==> src/design/rgbpk_pkg.sv <==
// Shared types, constants and helpers for the RGB to six-color palette packer.
// No dependencies; imported by every module of the block.
package rgbpk_pkg;

    // Widths of the stream fields
    localparam int ChanW    = 8;
    localparam int IndexW   = 19;
    localparam int ByteIdxW = 18;
    localparam int CodeW    = 4;
    localparam int DistW    = 18;   // 3 * 255^2 fits in 18 bits
    localparam int InDataW  = 48;
    localparam int OutDataW = 24;

    // Frame size; an index of this value or more wraps once
    localparam logic [IndexW:0] MaxPixels = 20'd524288;

    // Configuration port
    localparam int AddrW   = 5;
    localparam int PDataW  = 32;
    localparam logic [ChanW-1:0] TolReset = 8'd6;

    typedef enum logic [2:0] {
        RegTolerance  = 3'd0,
        RegCodeBlack  = 3'd1,
        RegCodeWhite  = 3'd2,
        RegCodeYellow = 3'd3,
        RegCodeRed    = 3'd4,
        RegCodeBlue   = 3'd5,
        RegCodeGreen  = 3'd6
    } reg_idx_t;

    typedef enum logic [2:0] {
        ColBlack  = 3'd0,
        ColWhite  = 3'd1,
        ColRed    = 3'd2,
        ColGreen  = 3'd3,
        ColBlue   = 3'd4,
        ColYellow = 3'd5
    } color_t;

    // Panel codes, one per color
    typedef struct packed {
        logic [CodeW-1:0] black;
        logic [CodeW-1:0] white;
        logic [CodeW-1:0] yellow;
        logic [CodeW-1:0] red;
        logic [CodeW-1:0] blue;
        logic [CodeW-1:0] green;
    } codes_t;

    // Word traveling down the row of cells
    typedef struct packed {
        logic [ChanW-1:0]    red;
        logic [ChanW-1:0]    green;
        logic [ChanW-1:0]    blue;
        logic [ByteIdxW-1:0] byte_index;
        logic                upper_nibble;
        logic                locked;      // primary near-match already decided
        logic [DistW-1:0]    best_dist;
        color_t              best_color;
    } pix_t;

    // Pure primaries in check order, {r,g,b}
    localparam int NumPrim = 6;
    localparam logic [23:0] PrimRgb [NumPrim] = '{
        24'h000000, 24'hFFFFFF, 24'hFF0000, 24'h00FF00, 24'h0000FF, 24'hFFFF00
    };

    // Palette in search order, {r,g,b}
    localparam int NumPal = 12;
    localparam logic [23:0] PalRgb [NumPal] = '{
        24'h000000, 24'h191E21, 24'hFFFFFF, 24'hE8E8E8,
        24'hFF0000, 24'hB21318, 24'h0000FF, 24'h2157BA,
        24'h00FF00, 24'h125F20, 24'hFFFF00, 24'hEFDE44
    };
    localparam color_t PalColor [NumPal] = '{
        ColBlack, ColBlack, ColWhite, ColWhite, ColRed, ColRed,
        ColBlue, ColBlue, ColGreen, ColGreen, ColYellow, ColYellow
    };

    function automatic logic [ChanW-1:0] abs_diff(logic [ChanW-1:0] a, logic [ChanW-1:0] b);
        return (a > b) ? a - b : b - a;
    endfunction

    function automatic logic [2*ChanW-1:0] sq_diff(logic [ChanW-1:0] a, logic [ChanW-1:0] b);
        logic [ChanW-1:0] d;
        d = abs_diff(a, b);
        return {{ChanW{1'b0}}, d} * {{ChanW{1'b0}}, d};
    endfunction

endpackage

==> src/design/rgbpk_out.sv <==
// Output stage: maps the chosen color to its panel code and holds the word.
// Depends on rgbpk_pkg.
module rgbpk_out
    import rgbpk_pkg::*;
(
    input  logic                clk,
    input  logic                rst_n,
    input  logic                in_valid,
    output logic                in_ready,
    input  pix_t                in_word,
    input  codes_t              codes,
    output logic                out_valid,
    input  logic                out_ready,
    output logic [OutDataW-1:0] out_data
);

    logic                valid_reg;
    logic [OutDataW-1:0] data_reg;
    logic [OutDataW-1:0] data_next;
    logic [CodeW-1:0]    code;

    assign in_ready  = !valid_reg || out_ready;
    assign out_valid = valid_reg;
    assign out_data  = data_reg;

    // Color to panel code
    always_comb
    begin
        unique case (in_word.best_color)
            ColBlack:  code = codes.black;
            ColWhite:  code = codes.white;
            ColRed:    code = codes.red;
            ColGreen:  code = codes.green;
            ColBlue:   code = codes.blue;
            ColYellow: code = codes.yellow;
            default:   code = codes.yellow;
        endcase
    end

    assign data_next = {1'b0, in_word.upper_nibble, in_word.byte_index, code};

    always_ff @(posedge clk or negedge rst_n)
    begin
        if (!rst_n)
            valid_reg <= 1'b0;
        else if (in_ready)
            valid_reg <= in_valid;
    end

    always_ff @(posedge clk)
    begin
        if (in_ready && in_valid)
            data_reg <= data_next;
    end

endmodule

==> config.mk <==
export PLATFORM = sky130hd
export DESIGN_NAME = rgbpk_out
export DESIGN_NICKNAME = d
export VERILOG_FILES = /design/src/design/rgbpk_pkg.sv /design/src/design/rgbpk_out.sv
export SDC_FILE = /design/constraint.sdc
export NUM_CORES = 1
export LEC_CHECK = 0
export ABC_AREA = 0
export BUFFER_PORTS_ARGS = -buffer_cell sky130_fd_sc_hd__buf_2
export CAP_MARGIN = 20
export CORE_UTILIZATION = 28
export DETAILED_ROUTE_END_ITERATION = 8
export PLACE_DENSITY_LB_ADDON = 0.3
export SLEW_MARGIN = 30
export SYNTH_ARGS = -nofsm -noshare
export SYNTH_HDL_FRONTEND = slang
export SYNTH_SLANG_ARGS = --single-unit
==> constraint.sdc <==
create_clock -name clk -period 1.5 [get_ports clk]
set_input_delay 0.3 -clock clk [delete_from_list [all_inputs] [get_ports clk]]
set_output_delay 0.3 -clock clk [all_outputs]
set_load 0.05 [all_outputs]
=== After elaboration in Yosys (flattened, before gate mapping) ===
Cells that the tools add are included.

* Equality and inequality tests: 4
* Muxes and demuxes: 1
* Reductions and logical operators: 4

{| class="wikitable"
|+ Operator list
! cell !! number
|-
| $pmux 4 s5 || 1
|-
| $eq 3x2->1 const B || 2
|-
| $eq 3x1->1 const B || 1
|-
| $eq 3x3->1 const B || 1
|-
| $logic_not 3->1 || 1
|-
| $logic_and 1x1->1 || 1
|-
| $logic_not 1->1 || 1
|-
| $logic_or 1x1->1 || 1
|}

* Bits in registers: 24
* Input port bits: 93
* Output and inout bits: 26
* Word-level logic and storage cells: 11

=== Logic depth before layout (Yosys ltp) ===
* Depth after elaboration: 3
* Depth in mapped cells: 4
* Mapped depth without buffers: 3

=== Worst setup path before layout ===
OpenSTA, ideal clock, no wires.

* Path kind: reg2reg
* Start point: register valid_reg, in the netlist out_valid
* End point: register data_reg[0], in the netlist out_data[0] (enable)
* Setup time: 382 ps
* Data arrival time: 1735 ps
* Data required time: 1118 ps
* Path slack: -617 ps
* Stages on the path, launching flop included: 3
* Buffers on the path: 0
* Period minus slack after synthesis: 2117 ps
* Cell sequence: dfrtp_1 -> nand2b_1 -> and2_1

* Cells in the longest elaborated chain, start to end: 3

{| class="wikitable"
|+ Ends and longest elaborated chain
! element !! line !! RTL
|-
| start, declared || rgbpk_out.sv:17 || <nowiki>logic valid_reg;</nowiki>
|-
| start signal, assigned || rgbpk_out.sv:47 || <nowiki>valid_reg <= in_valid;</nowiki>
|-
| $logic_not 1->1 || rgbpk_out.sv:22 || <nowiki>assign in_ready = !valid_reg || out_ready;</nowiki>
|-
| $logic_or 1x1->1 || rgbpk_out.sv:22 ||
|-
| via in_ready || rgbpk_out.sv:9 || <nowiki>output logic in_ready,</nowiki>
|-
| $logic_and 1x1->1 || rgbpk_out.sv:52 || <nowiki>if (in_ready && in_valid)</nowiki>
|-
| end signal, assigned || rgbpk_out.sv:53 || <nowiki>data_reg <= data_next;</nowiki>
|-
| end, declared || rgbpk_out.sv:18 || <nowiki>logic [OutDataW-1:0] data_reg;</nowiki>
|}

The timed path passes the listed nets, and every way through them passes these cells.
A chain may end at the register's enable or synchronous reset.

=== Worst setup path in the final report ===
* Start point: register valid_reg, in the netlist out_valid
* End point: output port in_ready

* Cells in the longest elaborated chain, start to end: 2

{| class="wikitable"
|+ Ends and longest elaborated chain
! element !! line
|-
| $logic_not 1->1 || rgbpk_out.sv:22
|-
| $logic_or 1x1->1 || rgbpk_out.sv:22
|-
| end, declared || rgbpk_out.sv:9
|}

No other way between the ends.

==> metrics.txt <==
P&R area growth vs syn=47.9%; Via density=4.25; LEAKAGE=0.627 nW; final net count=224; syn_area_per_cell=17.8 µm²; most common cell after layout, fill and taps aside=buf_2; WL final=1760 µm; syn nets=146; endpoint type of the worst setup path=primary output; final setup fails=0; total CTS buffers=3; # DRC=0; Synth area leaders=edfxtp_1 (73%), mux2i_1 (8.5%), a221oi_1 (3.7%), a211oi_1 (3.2%), dfrtp_1 (2.6%); status=complete, no violations; fmax=735 MHz; Syn Inst Count=53; RSZ-0062 raised after global routing=false; Final Util=0.447; num ports=119; critical path type=register to primary output; Final Hold Fails=0; first-pass detailed-route iteration total=4; Setup WS pre-CTS=129 ps; max-slew violation count=0; Die H=60.1 µm; Multi-input gate area=221 µm²; CTS Sinks=24; worst-path fanout max=3; Seq/Total Area, Yosys=0.757; Seq cells post-synth=24; Initial Util=0.302; first-pass GRT wire length=2570 µm; GRT overflow=0; Clock Tree Buf Depth=2; largest net degree at the start of global routing=24; count of different cell masters after synthesis=14; Final WS setup=139 ps; Core ar.=0.00313 mm²; # diodes=0; P per Cell Area=978 mW/mm²; Tot GR Track Use=0.0980; Tmin final=1360 ps; die area=0.00361 mm²; maximum VDD drop=249 µV; site row count=20; Yosys Warn Count=0; H-tree depth=1; WL met1=622 µm; Gates resized, CTS repair=0; WP data arrival=1060 ps; HP Class=input port to register; Vias=739; Storage cell area=716 µm²; initial antenna violation count=0; TNS Setup=0 ps; startpoint types=register; final worst path period share=0.907; TritonCTS clock tree=built; Final ANT Viol Nets=0; fill cell count=295; Worst-Skew Late Latency=300 ps; GPL Wtd Cong=0.628; Synth area leader=edfxtp_1; clock skew=1.44 ps; Yosys top cell area share=0.730; CTS Root Cell=clkbuf_4; Initial DRC Count=13; highest routed layer=met4; met3 wire length=220 µm; Worst EP required=1200 ps; commonest non-fill, non-tap cells in the layout=buf_2 (74), edfxtp_1 (23), mux2i_1 (8), a211oi_1 (4), a221oi_1 (4); Clk pin slew, worst setup/hold paths=120 ps; post-detailed-route wirelength per cell=10.1 µm; layout cells sized above 1=0.615; Die Width=60.1 µm; input/output buffers=74; Post-Synthesis Cell Area=946 µm²; Max Cap Violations=0; DR WL met2=914 µm; vias in the first global route=645
## where the power goes
group | switching (mW) | leakage (nW) | internal [mW]
sequential | 0.00914 | 0.229 | 0.782
combinational | 0.212 | 0.382 | 0.0997
clock | 0.169 | 0.0154 | 0.0969
total | 0.390 | 0.627 | 0.978
## critical path, stage by stage (launching register included)
cell,delay (ps)
dfrtp_1,430
nand2b_4,80
buf_2,250
## cell families (layout without fill, tap and decap cells)
| group | count (synthesis) | count (layout) | share of synthesized area |
|---|---|---|---|
| flops | 24 | 24 | 0.757 |
| other cells | 1 | 1 | 0.00396 |
| buf+inv | 2 | 79 | 0.0198 |
| mux | 8 | 8 | 0.0847 |
| simple gates | 10 | 10 | 0.0661 |
| compound gates | 8 | 8 | 0.0688 |
## registers in the layout (all words and copies together), names as in the netlist
signal and count:
out_valid 1, out_data 23
## synth_stat cells, drive strengths merged
cell type,instances
a211oi,4
a221oi,4
and2,1
and2b,2
buf,2
conb,1
dfrtp,1
edfxtp,23
mux2i,8
nand2b,3
nor2,2
nor2b,2
## routing by layer
metal  vias to the layer above  global-route usage
met2                        57               0.193
met4                         0              0.0498
met3                         2              0.0346
met5                         -                   0
li1                        363                   -
met1                       317              0.0837
## repair_timing
item                      4_1_cts  5_1_grt
hold buffers                    1        0
setup buffers                   0        0
hold endpoints to repair        1        0
## through the flow
| stage | area, µm² | total power [mW] | hold WS [ps] | std cells |
|---|---|---|---|---|
| 2_1_floorplan | 956 | 1.01 | 4.41 | 53 |
| 3_3_place_gp | 1360 | 1.11 | 74.6 | 169 |
| 3_5_place_dp | 1360 | 1.12 | 75.7 | 169 |
| 4_1_cts | 1400 | 1.39 | 148 | 174 |
| 5_1_grt | 1400 | 1.44 | 134 | 174 |
| 6_report | 1400 | 1.37 | 166 | 174 |
## area by class of cell
cell class	instances	area share
multi-input combinational	27	0.158
sequential	24	0.512
tap	44	0.0394
clock buffer	3	0.0161
timing repair buffer	75	0.272
clock inverter	1	0.00268
## worst paths after layout
path,startpoint,to,slack (ps),cells past startpoint
min reg2reg,out_valid,out_valid,560,2
min in group asynchronous,rst_n,out_valid,290,2
max in group asynchronous,rst_n,out_valid,1130,2
max,out_valid,in_ready,140,2
min,in_word[40],out_data[21],170,1
max reg2reg,out_valid,out_data[22],360,2
Note: power is estimated with default switching activity, not from simulation.
