--- src/design/rgbpk_pkg.sv ---
// Shared types, constants and helpers for the RGB to six-color palette packer.
// No dependencies; imported by every module of the block.
package rgbpk_pkg;

    // Widths of the stream fields
    localparam int ChanW    = 8;
    localparam int IndexW   = 19;
    localparam int ByteIdxW = 18;
    localparam int CodeW    = 4;
    localparam int DistW    = 18;   // 3 * 255^2 fits in 18 bits
    localparam int InDataW  = 48;
    localparam int OutDataW = 24;

    // Frame size; an index of this value or more wraps once
    localparam logic [IndexW:0] MaxPixels = 20'd524288;

    // Configuration port
    localparam int AddrW   = 5;
    localparam int PDataW  = 32;
    localparam logic [ChanW-1:0] TolReset = 8'd6;

    typedef enum logic [2:0] {
        RegTolerance  = 3'd0,
        RegCodeBlack  = 3'd1,
        RegCodeWhite  = 3'd2,
        RegCodeYellow = 3'd3,
        RegCodeRed    = 3'd4,
        RegCodeBlue   = 3'd5,
        RegCodeGreen  = 3'd6
    } reg_idx_t;

    typedef enum logic [2:0] {
        ColBlack  = 3'd0,
        ColWhite  = 3'd1,
        ColRed    = 3'd2,
        ColGreen  = 3'd3,
        ColBlue   = 3'd4,
        ColYellow = 3'd5
    } color_t;

    // Panel codes, one per color
    typedef struct packed {
        logic [CodeW-1:0] black;
        logic [CodeW-1:0] white;
        logic [CodeW-1:0] yellow;
        logic [CodeW-1:0] red;
        logic [CodeW-1:0] blue;
        logic [CodeW-1:0] green;
    } codes_t;

    // Word traveling down the row of cells
    typedef struct packed {
        logic [ChanW-1:0]    red;
        logic [ChanW-1:0]    green;
        logic [ChanW-1:0]    blue;
        logic [ByteIdxW-1:0] byte_index;
        logic                upper_nibble;
        logic                locked;      // primary near-match already decided
        logic [DistW-1:0]    best_dist;
        color_t              best_color;
    } pix_t;

    // Pure primaries in check order, {r,g,b}
    localparam int NumPrim = 6;
    localparam logic [23:0] PrimRgb [NumPrim] = '{
        24'h000000, 24'hFFFFFF, 24'hFF0000, 24'h00FF00, 24'h0000FF, 24'hFFFF00
    };

    // Palette in search order, {r,g,b}
    localparam int NumPal = 12;
    localparam logic [23:0] PalRgb [NumPal] = '{
        24'h000000, 24'h191E21, 24'hFFFFFF, 24'hE8E8E8,
        24'hFF0000, 24'hB21318, 24'h0000FF, 24'h2157BA,
        24'h00FF00, 24'h125F20, 24'hFFFF00, 24'hEFDE44
    };
    localparam color_t PalColor [NumPal] = '{
        ColBlack, ColBlack, ColWhite, ColWhite, ColRed, ColRed,
        ColBlue, ColBlue, ColGreen, ColGreen, ColYellow, ColYellow
    };

    function automatic logic [ChanW-1:0] abs_diff(logic [ChanW-1:0] a, logic [ChanW-1:0] b);
        return (a > b) ? a - b : b - a;
    endfunction

    function automatic logic [2*ChanW-1:0] sq_diff(logic [ChanW-1:0] a, logic [ChanW-1:0] b);
        logic [ChanW-1:0] d;
        d = abs_diff(a, b);
        return {{ChanW{1'b0}}, d} * {{ChanW{1'b0}}, d};
    endfunction

endpackage

--- src/design/rgbpk_cell.sv ---
// One palette cell: squared distance to its entry, keeps the running best.
// Depends on rgbpk_pkg.
module rgbpk_cell
    import rgbpk_pkg::*;
#(
    parameter int ENTRY = 0
)
(
    input  logic clk,
    input  logic rst_n,
    input  logic in_valid,
    output logic in_ready,
    input  pix_t in_word,
    output logic out_valid,
    input  logic out_ready,
    output pix_t out_word
);

    localparam logic [ChanW-1:0] EntR = PalRgb[ENTRY][23:16];
    localparam logic [ChanW-1:0] EntG = PalRgb[ENTRY][15:8];
    localparam logic [ChanW-1:0] EntB = PalRgb[ENTRY][7:0];
    localparam color_t EntColor = PalColor[ENTRY];

    logic             valid_reg;
    pix_t             data_reg;
    pix_t             data_next;
    logic [DistW-1:0] cand_dist;

    assign in_ready  = !valid_reg || out_ready;
    assign out_valid = valid_reg;
    assign out_word  = data_reg;

    assign cand_dist = {2'b00, sq_diff(in_word.red,   EntR)}
                     + {2'b00, sq_diff(in_word.green, EntG)}
                     + {2'b00, sq_diff(in_word.blue,  EntB)};

    // Strictly closer wins, so the earlier entry keeps a tie
    always_comb
    begin
        data_next = in_word;
        if (!in_word.locked && cand_dist < in_word.best_dist)
        begin
            data_next.best_dist  = cand_dist;
            data_next.best_color = EntColor;
        end
    end

    always_ff @(posedge clk or negedge rst_n)
    begin
        if (!rst_n)
            valid_reg <= 1'b0;
        else if (in_ready)
            valid_reg <= in_valid;
    end

    always_ff @(posedge clk)
    begin
        if (in_ready && in_valid)
            data_reg <= data_next;
    end

endmodule

--- config.mk ---
export PLATFORM = sky130hd
export DESIGN_NAME = rgbpk_cell
export DESIGN_NICKNAME = d
export VERILOG_FILES = /design/src/design/rgbpk_pkg.sv /design/src/design/rgbpk_cell.sv
export SDC_FILE = /design/constraint.sdc
export NUM_CORES = 1
export LEC_CHECK = 0
export BUFFER_PORTS_ARGS = -buffer_cell sky130_fd_sc_hd__buf_2
export CORE_MARGIN = 4
export CORE_UTILIZATION = 40
export DETAILED_ROUTE_END_ITERATION = 8
export PLACE_DENSITY = 0.61
export RECOVER_POWER = 100
export SYNTH_ARGS = -nofsm -noshare
export SYNTH_HDL_FRONTEND = slang
export SYNTH_SLANG_ARGS = --single-unit
export TNS_END_PERCENT = 20
--- constraint.sdc ---
create_clock -name clk -period 5.5 [get_ports clk]
set_input_delay 0.275 -clock clk [delete_from_list [all_inputs] [get_ports clk]]
set_output_delay 0.275 -clock clk [all_outputs]
set_load 0.005 [all_outputs]
---- After elaboration in Yosys (flattened, before gate mapping) ----
Cells that the tools add are included.
word-level totals
  register bits after elaboration ......... 66
  output and inout port bits .............. 67
cells by class
  mux-type cells .......................... 4
  reductions and logical operators ........ 5
  $add $sub $neg .......................... 5
  $lt $le $gt $ge ......................... 4
  multiply operators ...................... 3
operators with widths
  kind                 count
  $mul 8x8->16         3
  $gt 8x1->1 const B   3
  $mux 8               3
  $sub 1x8->8 const A  3
  $mux 21              1
  $add 17x16->18       1
  $lt 18x18->1         1
  $add 16x16->17       1
  $logic_and 1x1->1    2
  $logic_not 1->1      2
  $logic_or 1x1->1     1

---- Depth between registers and ports, before layout ----
  depth after elaboration ................. 8
  mapped depth ............................ 36
  depth with buffers taken out ............ 35

---- Worst setup path after synthesis ----
OpenSTA, ideal clock, no wires.
  kind .................................... input port to flip-flop
  start ................................... input port in_word[57] (netlist bit)
  end ..................................... register data_reg (netlist bit out_word[10]), data pin
  required time ........................... 5.240 ns
  stages .................................. 33
  slack ................................... -2.884 ns
  data arrival time ....................... 8.123 ns
  cell sequence ........................... inv_1 -> ha_1 -> nor4b_1 -> nand2_1 -> a21oi_1 -> nor2_1 -> nor2_1 -> inv_1 -> fa_1 -> inv_1 -> fa_1 -> inv_1 -> fa_1 -> inv_1 -> fa_1 -> fa_1 -> fa_1 -> inv_1 -> fa_1 -> inv_1 -> ha_1 -> nand3_1 -> nand2_1 -> o21a_1 -> or4_1 -> o211a_1 -> ha_1 -> nand4_1 -> a21oi_1 -> or4b_1 -> or3_4 -> buf_6 -> mux2_4
RTL lines
  element               line              text
  start, declared       rgbpk_cell.sv:13  input pix_t in_word,
  end signal, assigned  rgbpk_cell.sv:59  data_reg <= data_next;
  end, declared         rgbpk_cell.sv:25  pix_t data_reg;

==> results.json <==
{
  "dieArea_mm2": 0.0235,
  "grt_max_degree": 66,
  "crit_fanout": 5,
  "tns_ns": -51.70,
  "totalWireLength_um": 20900,
  "nets": 1395,
  "syn-instance-count": 801,
  "hold_path_startpoint": "in_word[30]",
  "worst_path_most_repeated_cell": "fa_1",
  "path_delay_family": "adder cells",
  "criticalPathCategory": "input pin to flop",
  "yosysWarnings": 0,
  "area_delta_synth_final_pct": 30.3,
  "reg2reg_to": "out_word[56]$_DFFE_PP_",
  "async_reset_ff_frac": 0.0152,
  "vias": 6295,
  "critPathSlowestCell": "fa_1",
  "path_buf_inv": 6,
  "start_util": 0.412,
  "synth_seq_area_share": 0.234,
  "synth_top_area_cell": "fa_1",
  "boundaryPins": 136,
  "clk_pin_slew_ns": 0.06,
  "grt_pass1_wl_um": 34800,
  "end_kind": "flop",
  "die_h_um": 153,
  "max_stage_delay_ns": 0.53,
  "r2r_slack_ns": 1.90,
  "rsz0062_at_grt": "yes",
  "synth_edf_count": 65,
  "tritoncts": "done",
  "syn_area_per_cell_um2": 10.6,
  "drt_iter0_markers": 190,
  "whs_path_depth": 1,
  "cts-root-buf": "clkbuf_16",
  "ys_top_cells_by_area": "fa_1 (31%), edfxtp_1 (23%), ha_1 (15%), inv_1 (9.9%), mux2_4 (2.7%)",
  "fin_util": 0.537,
  "drive_above_1_share": 0.288,
  "cts_sinks": 66,
  "status": "finished, violations left",
  "synth.distinct_cells": 47,
  "hpwl_um": 17600,
  "grt_use_total": 0.187,
  "yosysTopAreaCellShare": 0.313,
  "critPathArrivalTime_ns": 8.08,
  "cts_made_buffers": 9,
  "syn_area_mm2": 0.00845,
  "place_congestion": 0.848,
  "clk_latency_ns": 0.34,
  "final_antenna_net_count": 0,
  "syn-num-nets": 1106,
  "synth_top_family_by_area": "adder cells",
  "coreArea_mm2": 0.0205,
  "muxShareOfSynthArea": 0.0351,
  "cts.path.max_buffers": 2,
  "synth_xor_area_frac": 0.0145,
  "hold_ws_ns": 0.109,
  "min_period_over_period": 1.45,
  "overflow": 0,
  "synthSimpleGateAreaFrac": 0.0976,
  "hold_viol": 0,
  "dr.pass1.iters": 4,
  "cp-start-kind": "input pin",
  "synth_seq_cells": 66,
  "worstPathRequired_ns": 5.59,
  "worstHoldEndpoint": "out_word[30]$_DFFE_PP_",
  "synth_flop_cell": "edfxtp_1",
  "setup_viol": 21,
  "fmax_mhz": 125,
  "fin_ws_ns": -2.48,
  "ff2ff_path_depth": 3,
  "portBuffers": 135,
  "synthAdderAreaFrac": 0.467,
  "synth_compound_area_frac": 0.0453,
  "place_area_mm2": 0.0106,
  "design_area_mm2": 0.0110,
  "violations": "capacitance limit, slew limit, setup timing",
  "final_max_slew_viol_count": 66,
  "min_path_type": "input pin to flop",
  "fin_worst_skew_ns": 0.0121,
  "htree_num_levels": 3,
  "first_global_vias": 6915,
  "slew_headroom": -1.37,
  "avgRoutedWirePerCell_um": 15.3,
  "drc": 0,
  "detail_route.vias_per_cell": 4.61,
  "worstReg2RegStart": "out_valid$_DFFE_PN0N_",
  "max_cap_violations": 1,
  "antenna_cells": 0,
  "rows": 52,
  "worst_slew_pin_slew_ns": 3.56,
  "layout_min_cycle_time_ns": 7.98,
  "antenna_found_initial": 0,
  "die_width_um": 153
}
stage by stage:
stage,std cells,worst slack [ns]
final,1365,-2.48
after global routing,1365,-2.82
after CTS,1364,-2.51
after detailed placement,1334,-3.09
after global placement,1334,-2.97
after floorplan,801,-2.40
synthesized netlist by cell type (6+ instances only):
cell type and number:
ha_1 104, a21o_1 11, nand3_1 7, clkbuf_1 11, inv_1 223, xnor2_1 9
and2_1 35, nor2_1 53, mux2_4 15, edfxtp_1 65, o21ai_0 6, o21ai_1 6
a21oi_1 21, nor3_1 9, mux2i_1 6, nand2_1 29, fa_1 132, nor2b_1 8
how the worst max path moves through the flow:
stage          cells after the start                      to        start
3_5_place_dp                      30  out_word[20]$_DFFE_PP_  in_word[45]
4_1_cts                           31  out_word[20]$_DFFE_PP_  in_word[44]
5_1_grt                           31  out_word[20]$_DFFE_PP_  in_word[44]
6_report                          31  out_word[20]$_DFFE_PP_  in_word[44]
2_1_floorplan                     31  out_word[10]$_DFFE_PP_  in_word[44]
3_3_place_gp                      33  out_word[20]$_DFFE_PP_  in_word[49]
registers in the layout, summed over array words and instances, names as in the netlist:
name,flops
out_word,65
out_valid,1
logic make-up (layout without fill, tap and decap cells):
group	count (synthesis)	in the layout
buf+inv	237	528
fa+ha+maj	236	236
simple gates	165	168
flops	66	66
compound gates	61	61
mux	22	22
xor+xnor	14	14
metal layers:
| metal | wire, um | global-route usage | vias up |
|---|---|---|---|
| met3 | 1240 | 0.0379 | 18 |
| met2 | 10600 | 0.340 | 147 |
| met4 | 279 | 0.0357 | 0 |
| met5 | 0 | 0 | - |
| li1 | - | - | 3068 |
| met1 | 8810 | 0.231 | 3062 |
timing repair:
action                                 in CTS  in global routing
setup endpoints to repair                  21                 21
hold buffers                                1                  0
endpoints found under the hold margin       1                  0
pin swaps                                   8                  9
setup buffers                              10                  1
gates resized for setup                    25                 16
cloned                                      3                  0
final cells by class:
type                    count  area [um2]
repair buffers            288        1730
flip-flops and latches     66        1980
clock inverters             6        42.5
clock buffers              10         229
multi-input cells         501        5850
well taps                 270         338
fillers                  1911        9490
inverters                 224         845
cells in the final DEF (no fill, tap or decap), drive strengths merged, types with 11 or more instances in the layout:
master  synthesis  layout
mux2           16      16
edfxtp         65      65
o21ai          12      12
ha            104     104
and2           35      35
a21o           11      11
a21oi          21      21
fa            132     132
nor2           53      53
nand2          29      29
buf             2     233
inv           224     224
clkbuf         11      64
Power is left out: the tool's default activity adds up to more than one toggle a clock period on the data nets, which glitch-free logic cannot reach.
