==> src/design/rgbpk_pkg.sv <==
// Shared types, constants and helpers for the RGB to six-color palette packer.
// No dependencies; imported by every module of the block.
package rgbpk_pkg;

    // Widths of the stream fields
    localparam int ChanW    = 8;
    localparam int IndexW   = 19;
    localparam int ByteIdxW = 18;
    localparam int CodeW    = 4;
    localparam int DistW    = 18;   // 3 * 255^2 fits in 18 bits
    localparam int InDataW  = 48;
    localparam int OutDataW = 24;

    // Frame size; an index of this value or more wraps once
    localparam logic [IndexW:0] MaxPixels = 20'd524288;

    // Configuration port
    localparam int AddrW   = 5;
    localparam int PDataW  = 32;
    localparam logic [ChanW-1:0] TolReset = 8'd6;

    typedef enum logic [2:0] {
        RegTolerance  = 3'd0,
        RegCodeBlack  = 3'd1,
        RegCodeWhite  = 3'd2,
        RegCodeYellow = 3'd3,
        RegCodeRed    = 3'd4,
        RegCodeBlue   = 3'd5,
        RegCodeGreen  = 3'd6
    } reg_idx_t;

    typedef enum logic [2:0] {
        ColBlack  = 3'd0,
        ColWhite  = 3'd1,
        ColRed    = 3'd2,
        ColGreen  = 3'd3,
        ColBlue   = 3'd4,
        ColYellow = 3'd5
    } color_t;

    // Panel codes, one per color
    typedef struct packed {
        logic [CodeW-1:0] black;
        logic [CodeW-1:0] white;
        logic [CodeW-1:0] yellow;
        logic [CodeW-1:0] red;
        logic [CodeW-1:0] blue;
        logic [CodeW-1:0] green;
    } codes_t;

    // Word traveling down the row of cells
    typedef struct packed {
        logic [ChanW-1:0]    red;
        logic [ChanW-1:0]    green;
        logic [ChanW-1:0]    blue;
        logic [ByteIdxW-1:0] byte_index;
        logic                upper_nibble;
        logic                locked;      // primary near-match already decided
        logic [DistW-1:0]    best_dist;
        color_t              best_color;
    } pix_t;

    // Pure primaries in check order, {r,g,b}
    localparam int NumPrim = 6;
    localparam logic [23:0] PrimRgb [NumPrim] = '{
        24'h000000, 24'hFFFFFF, 24'hFF0000, 24'h00FF00, 24'h0000FF, 24'hFFFF00
    };

    // Palette in search order, {r,g,b}
    localparam int NumPal = 12;
    localparam logic [23:0] PalRgb [NumPal] = '{
        24'h000000, 24'h191E21, 24'hFFFFFF, 24'hE8E8E8,
        24'hFF0000, 24'hB21318, 24'h0000FF, 24'h2157BA,
        24'h00FF00, 24'h125F20, 24'hFFFF00, 24'hEFDE44
    };
    localparam color_t PalColor [NumPal] = '{
        ColBlack, ColBlack, ColWhite, ColWhite, ColRed, ColRed,
        ColBlue, ColBlue, ColGreen, ColGreen, ColYellow, ColYellow
    };

    function automatic logic [ChanW-1:0] abs_diff(logic [ChanW-1:0] a, logic [ChanW-1:0] b);
        return (a > b) ? a - b : b - a;
    endfunction

    function automatic logic [2*ChanW-1:0] sq_diff(logic [ChanW-1:0] a, logic [ChanW-1:0] b);
        logic [ChanW-1:0] d;
        d = abs_diff(a, b);
        return {{ChanW{1'b0}}, d} * {{ChanW{1'b0}}, d};
    endfunction

endpackage

==> src/design/rgbpk_front.sv <==
// Entry stage: primary near-match checks and framebuffer position.
// Depends on rgbpk_pkg.
module rgbpk_front
    import rgbpk_pkg::*;
(
    input  logic                clk,
    input  logic                rst_n,
    input  logic                in_valid,
    output logic                in_ready,
    input  logic [ChanW-1:0]    red,
    input  logic [ChanW-1:0]    green,
    input  logic [ChanW-1:0]    blue,
    input  logic [IndexW-1:0]   pixel_index,
    input  logic [ChanW-1:0]    tolerance,
    output logic                out_valid,
    input  logic                out_ready,
    output pix_t                out_word
);

    logic           valid_reg;
    pix_t           data_reg;
    pix_t           data_next;
    logic           match;
    color_t         match_color;
    logic [IndexW:0] idx_ext;
    logic [IndexW:0] idx_wrap;

    assign in_ready  = !valid_reg || out_ready;
    assign out_valid = valid_reg;
    assign out_word  = data_reg;

    // Single wrap: a 19-bit index stays below twice the frame size
    assign idx_ext  = {1'b0, pixel_index};
    assign idx_wrap = (idx_ext >= MaxPixels) ? idx_ext - MaxPixels : idx_ext;

    // First primary in check order within tolerance on all channels
    always_comb
    begin
        match       = 1'b0;
        match_color = ColWhite;
        for (int i = NumPrim - 1; i >= 0; i--)
        begin
            if (abs_diff(red,   PrimRgb[i][23:16]) <= tolerance &&
                abs_diff(green, PrimRgb[i][15:8])  <= tolerance &&
                abs_diff(blue,  PrimRgb[i][7:0])   <= tolerance)
            begin
                match       = 1'b1;
                match_color = color_t'(3'(i));
            end
        end
    end

    always_comb
    begin
        data_next.red          = red;
        data_next.green        = green;
        data_next.blue         = blue;
        data_next.byte_index   = idx_wrap[ByteIdxW:1];
        data_next.upper_nibble = ~idx_wrap[0];
        data_next.locked       = match;
        data_next.best_dist    = '1;
        data_next.best_color   = match_color;
    end

    always_ff @(posedge clk or negedge rst_n)
    begin
        if (!rst_n)
            valid_reg <= 1'b0;
        else if (in_ready)
            valid_reg <= in_valid;
    end

    always_ff @(posedge clk)
    begin
        if (in_ready && in_valid)
            data_reg <= data_next;
    end

endmodule

==> config.mk <==
export PLATFORM = sky130hd
export DESIGN_NAME = rgbpk_front
export DESIGN_NICKNAME = d
export VERILOG_FILES = /design/src/design/rgbpk_pkg.sv /design/src/design/rgbpk_front.sv
export SDC_FILE = /design/constraint.sdc
export NUM_CORES = 1
export LEC_CHECK = 0
export BUFFER_PORTS_ARGS = -buffer_cell sky130_fd_sc_hd__buf_2
export CORE_ASPECT_RATIO = 1.75
export CORE_UTILIZATION = 35
export DETAILED_ROUTE_END_ITERATION = 10
export HOLD_SLACK_MARGIN = 0.03
export SLEW_MARGIN = 20
export SYNTH_ARGS = -nofsm -noshare
export SYNTH_HDL_FRONTEND = slang
export SYNTH_SLANG_ARGS = --single-unit
==> constraint.sdc <==
create_clock -name clk -period 2.6 [get_ports clk]
set_input_delay 0.39 -clock clk [delete_from_list [all_inputs] [get_ports clk]]
set_output_delay 0.39 -clock clk [all_outputs]
set_load 0.005 [all_outputs]
# Yosys cells after proc, flatten, opt, wreduce, memory -nomap -nowiden
# Cells that the tools add are included.
# totals
ff_bits	48
latchBits	0
mem_bits_rw	0
mem_bits_ro	0
output_inout_bits	67
wordCells	63
n_memories	0
# classes
n_addsub	10
mul	0
div	0
magnitude_cmp	13
eq_ne	0
shifts	0
muxes	13
bitwise	1
n_reduce_logical	16
# op_table
cell	count
<= comparator 8 bit	6
2-to-1 mux 8 bit	6
greater-than comparator 8 x 1 -> 1 bit (second input constant)	3
greater-than comparator 8 bit (second input constant)	3
subtractor 1 x 8 -> 8 bit (first input constant)	3
subtractor 8 bit (first input constant)	3
subtractor 8 bit (second input constant)	3
greater-or-equal comparator 19 x 20 -> 1 bit (second input constant)	1
2-to-1 mux 19 bit	1
subtractor 19 x 1 -> 19 bit (second input constant)	1
logical AND 1 bit	11
2-to-1 mux 3 bit	2
OR reduction 5 bit	1
2-to-1 mux 2 bit	2
OR reduction 4 bit	1
2-to-1 mux 1 bit	2
OR reduction 2 bit	1
logical NOT 1 bit	1
logical OR 1 bit	1
inverter 1 bit	1

# Logic depth before layout (Yosys ltp)
# logic_depth
ltp_word	10
depth_mapped	13
depth_no_buf	13

# Least setup slack after synthesis
# OpenSTA, ideal clock, no wires.
# synth_timing
path_kind	input-to-reg
start	input red[1]
end	register data_reg (netlist bit out_word[0]), data pin
setup_time_ps	261
arrival_ps	2569
required_ps	2339
path_slack_ps	-230
cell_stages	13
n_path_buf	0
cell_sequence	inv_1 -> ha_1 -> nand4_1 -> nor4_1 -> o21ai_0 -> nand2_1 -> ha_1 -> a211oi_2 -> nor2_1 -> and4bb_1 -> nor2_1 -> a22o_1 -> a221o_1
# synth_via
elab_chain_len	9
# synth_lines
element	line_no	source
start, declared	rgbpk_front.sv:10	input logic [ChanW-1:0] red,
subtractor 1 x 8 -> 8 bit / greater-than comparator 8 x 1 -> 1 bit (equally long branches)	rgbpk_pkg.sv:82	return (a > b) ? a - b : b - a;
2-to-1 mux 8 bit	rgbpk_pkg.sv:82	
<= comparator 8 bit	rgbpk_front.sv:43	if (abs_diff(red, PrimRgb[i][23:16]) <= tolerance &&
logical AND 1 bit	rgbpk_front.sv:43	
logical AND 1 bit	rgbpk_front.sv:44	abs_diff(green, PrimRgb[i][15:8]) <= tolerance &&
2-to-1 mux 3 bit	rgbpk_front.sv:43	
2-to-1 mux 2 bit (2 in series)	rgbpk_front.sv:43	
2-to-1 mux 1 bit	rgbpk_front.sv:43	
end signal, assigned	rgbpk_front.sv:76	data_reg <= data_next;
end, declared	rgbpk_front.sv:21	pix_t data_reg;
# Several ways; a longest one is shown, not always the timed one.
# A chain may end at the register's enable or synchronous reset.

# Final worst setup path
# layout_timing
start	input green[0]
end	register data_reg (netlist bit out_word[0]), data pin
# layout_via
elab_chain_len	9
# layout_lines
element	line_no	source
start, declared	rgbpk_front.sv:11	input logic [ChanW-1:0] green,
subtractor 1 x 8 -> 8 bit / greater-than comparator 8 x 1 -> 1 bit (equally long branches)	rgbpk_pkg.sv:82	
2-to-1 mux 8 bit	rgbpk_pkg.sv:82	
<= comparator 8 bit	rgbpk_front.sv:44	
logical AND 1 bit	rgbpk_front.sv:43	
logical AND 1 bit	rgbpk_front.sv:44	
2-to-1 mux 3 bit	rgbpk_front.sv:43	
2-to-1 mux 2 bit (2 in series)	rgbpk_front.sv:43	
2-to-1 mux 1 bit	rgbpk_front.sv:43	
# Several ways; a longest one is shown, not always the timed one.

==> reports/qor.yml <==
min_period_ps: 2620
yosysUniqueCellTypes: 40
fmax_ghz: 0.382
grt_antenna_before_repair: 0
synth_top_area_share_pct: 45.7
post_drt_wl_per_cell_um: 13.5
vias_per_cell: 4.70
yosys-top-cells-area: "edfxtp_1, ha_1, buf_4"
worst_slack_ps: -15.4
worstSetupPathType: "in -> reg"
dp_hpwl_um: 5960
period_share_pct: 101
nets: 523
core_area_um2: 8610
htreeDepth: 2
first_iter_violations: 54
drt-total-wl_um: 7230
failed_checks: "negative setup slack"
postSynthAreaPerCell_um2: 11.4
tightest_slew_ps: 603
ys_ff_latch: 48
startpoint_type: "input pin"
endpoint_kind: "flop"
gp_congestion: 0.850
synthCells: 270
rows: 45
p_per_area_nw_per_um2: 492
synth-seq-area-share_pct: 46.6
grt_pass1_wl_um: 11100
finalInstanceArea_um2: 4370
clock-sinks: 48
clockBufferDepth: 2
cp.required_ps: 2640
synth.largest_area_cell: "edfxtp_1"
status: "finished, violations left"
n_antenna_cell: 0
ys_warn_count: 0
grt.total_usage_pct: 16.1
start_util_pct: 35.8
rrSetupSlack_ps: 1030
drive_gt1_share_pct: 44.5
arrival_ps: 2660
hp-class: "in -> reg"
p_comb_share_pct: 22.7
dieHeight_um: 126
ioPinCount: 122
p_sw_share_pct: 25.7
hold_viol_final: 0
sequentialPowerShare_pct: 42.5
cp_max_fo: 4
finClkSkew_ps: 2.89
vias: 2513
cts_tree: "built"
leakagePower_nw: 2.03
drv_cap: 0
intPower_mw: 1.60
final_core_util_pct: 50.8
clockPowerShare_pct: 34.8
clk_latency_ps: 290
path_clk_slew_ps: 70
first_global_vias: 2469
ir_drop_mv: 0.226
overflow: 0
hold_slack_ps: 270
dr.pass1.iters: 4
area_growth_pct: 41.8
p_sw_mw: 0.552
postRouteAntennaNets: 0
final_common_cell: "buf_2"
clockRootBuffer: "clkbuf_16"
drc_errors: 0
layout_common_cells: "buf_2, ha_1, edfxtp_1"
slew-limit-headroom_pct: 59.6
netlist_area_um2: 3090
dieWidth_um: 73.0
rsz0062_at_grt: "true"
slew_viol_final: 0
grt_max_degree: 27
place_area_um2: 4070
cts_made_buffers: 5
dieArea_um2: 9210
finalSetupViolCount: 2
total_power_mw: 2.15
io_buffers: 103
final cells by class:
| class | count | area (um2) |
|---|---|---|
| fillers | 807 | 4240 |
| multi-input cells | 186 | 1610 |
| flip-flops and latches | 48 | 1440 |
| repair buffers | 144 | 858 |
| inverters | 32 | 155 |
| well taps | 117 | 146 |
| clock buffers | 5 | 125 |
| clock inverters | 3 | 46.3 |
cell usage after synthesis:
library cell and count:
nor2_1 8, dfrtp_1 1, inv_1 32, a211oi_2 1, o22ai_1 2, a211oi_1 5
clkbuf_1 3, and4_1 3, a21boi_1 2, and4bb_1 1, and4bb_2 1, a2111o_1 1
and4b_1 2, nor3_1 1, o31ai_2 2, nor4bb_1 1, and2_1 2, buf_4 18
nor2b_1 12, a21oi_1 9, o21a_1 1, a21boi_0 1, o211ai_2 1, a221o_1 1
conb_1 1, nand2_1 14, o21ai_1 2, o31ai_1 4, or2_4 1, o21ai_0 15
nor4_1 3, or2_2 2, nand4_1 11, o2111ai_1 1, ha_1 51, o211ai_1 2
edfxtp_1 47, a22o_1 1, nor3b_2 1, nand2b_1 3
worst max-delay path: stages:
cell and delay (ps):
buf_8 110, clkinv_8 40, ha_4 110, nand4_1 120
nor4_4 410, o31ai_4 170, nand2_1 100, ha_1 230
and4b_1 200, a21boi_4 150, o31ai_4 250, o21ai_1 100
a221o_1 280
timing repair:
action	CTS	global route
endpoints found under the hold margin	1	0
buffers inserted	0	1
endpoints found under the setup margin	4	4
hold buffers	1	0
gates resized for setup	3	28
pin swaps	2	13
per-layer routing:
layer	GRT usage, %	share of wire [%]
met5	0	0
met4	7.84	2.0
met3	1.76	3.4
met2	32.4	59
met1	15.2	36
power by group through the flow:
stage / registers, mW / logic [mW] / clock network, mW
2_1_floorplan: 0.942 / 0.255 / 0
4_1_cts: 0.916 / 0.468 / 0.774
6_report: 0.915 / 0.488 / 0.748
5_1_grt: 0.919 / 0.547 / 0.798
3_5_place_dp: 0.933 / 0.463 / 0
3_3_place_gp: 0.931 / 0.451 / 0
state kept, by name, summed over array words and instances, names as in the netlist:
name / cells
out_word: 47
out_valid: 1
final timing paths:
check                                     from            to  cells after the start
worst max-delay path                  green[0]   out_word[0]                     13
worst min-delay path            pixel_index[7]  out_word[29]                      1
worst max register to register       out_valid  out_word[49]                      3
worst min register to register       out_valid     out_valid                      2
max in group asynchronous                rst_n     out_valid                      2
min in group asynchronous                rst_n     out_valid                      2
metrics by stage:
| stage | setup TNS, ps | std cells | worst slack, ps |
|---|---|---|---|
| 2_1_floorplan | -71.5 | 287 | -71.5 |
| 3_3_place_gp | -1670 | 525 | -437 |
| 3_5_place_dp | -1680 | 525 | -442 |
| 4_1_cts | 0 | 534 | 5.81 |
| 5_1_grt | -407 | 535 | -119 |
| 6_report | -17.9 | 535 | -15.4 |
kinds of logic after synthesis:
kind of cell | synth area share (%)
AO/OA/AOI/OAI | 11.2
flip-flops | 46.6
AND/OR/NAND/NOR | 12.9
adder cells (fa/ha/maj) | 20.7
buffers and inverters | 8.64
other | 0.122
Power figures use the tool's default switching activity.
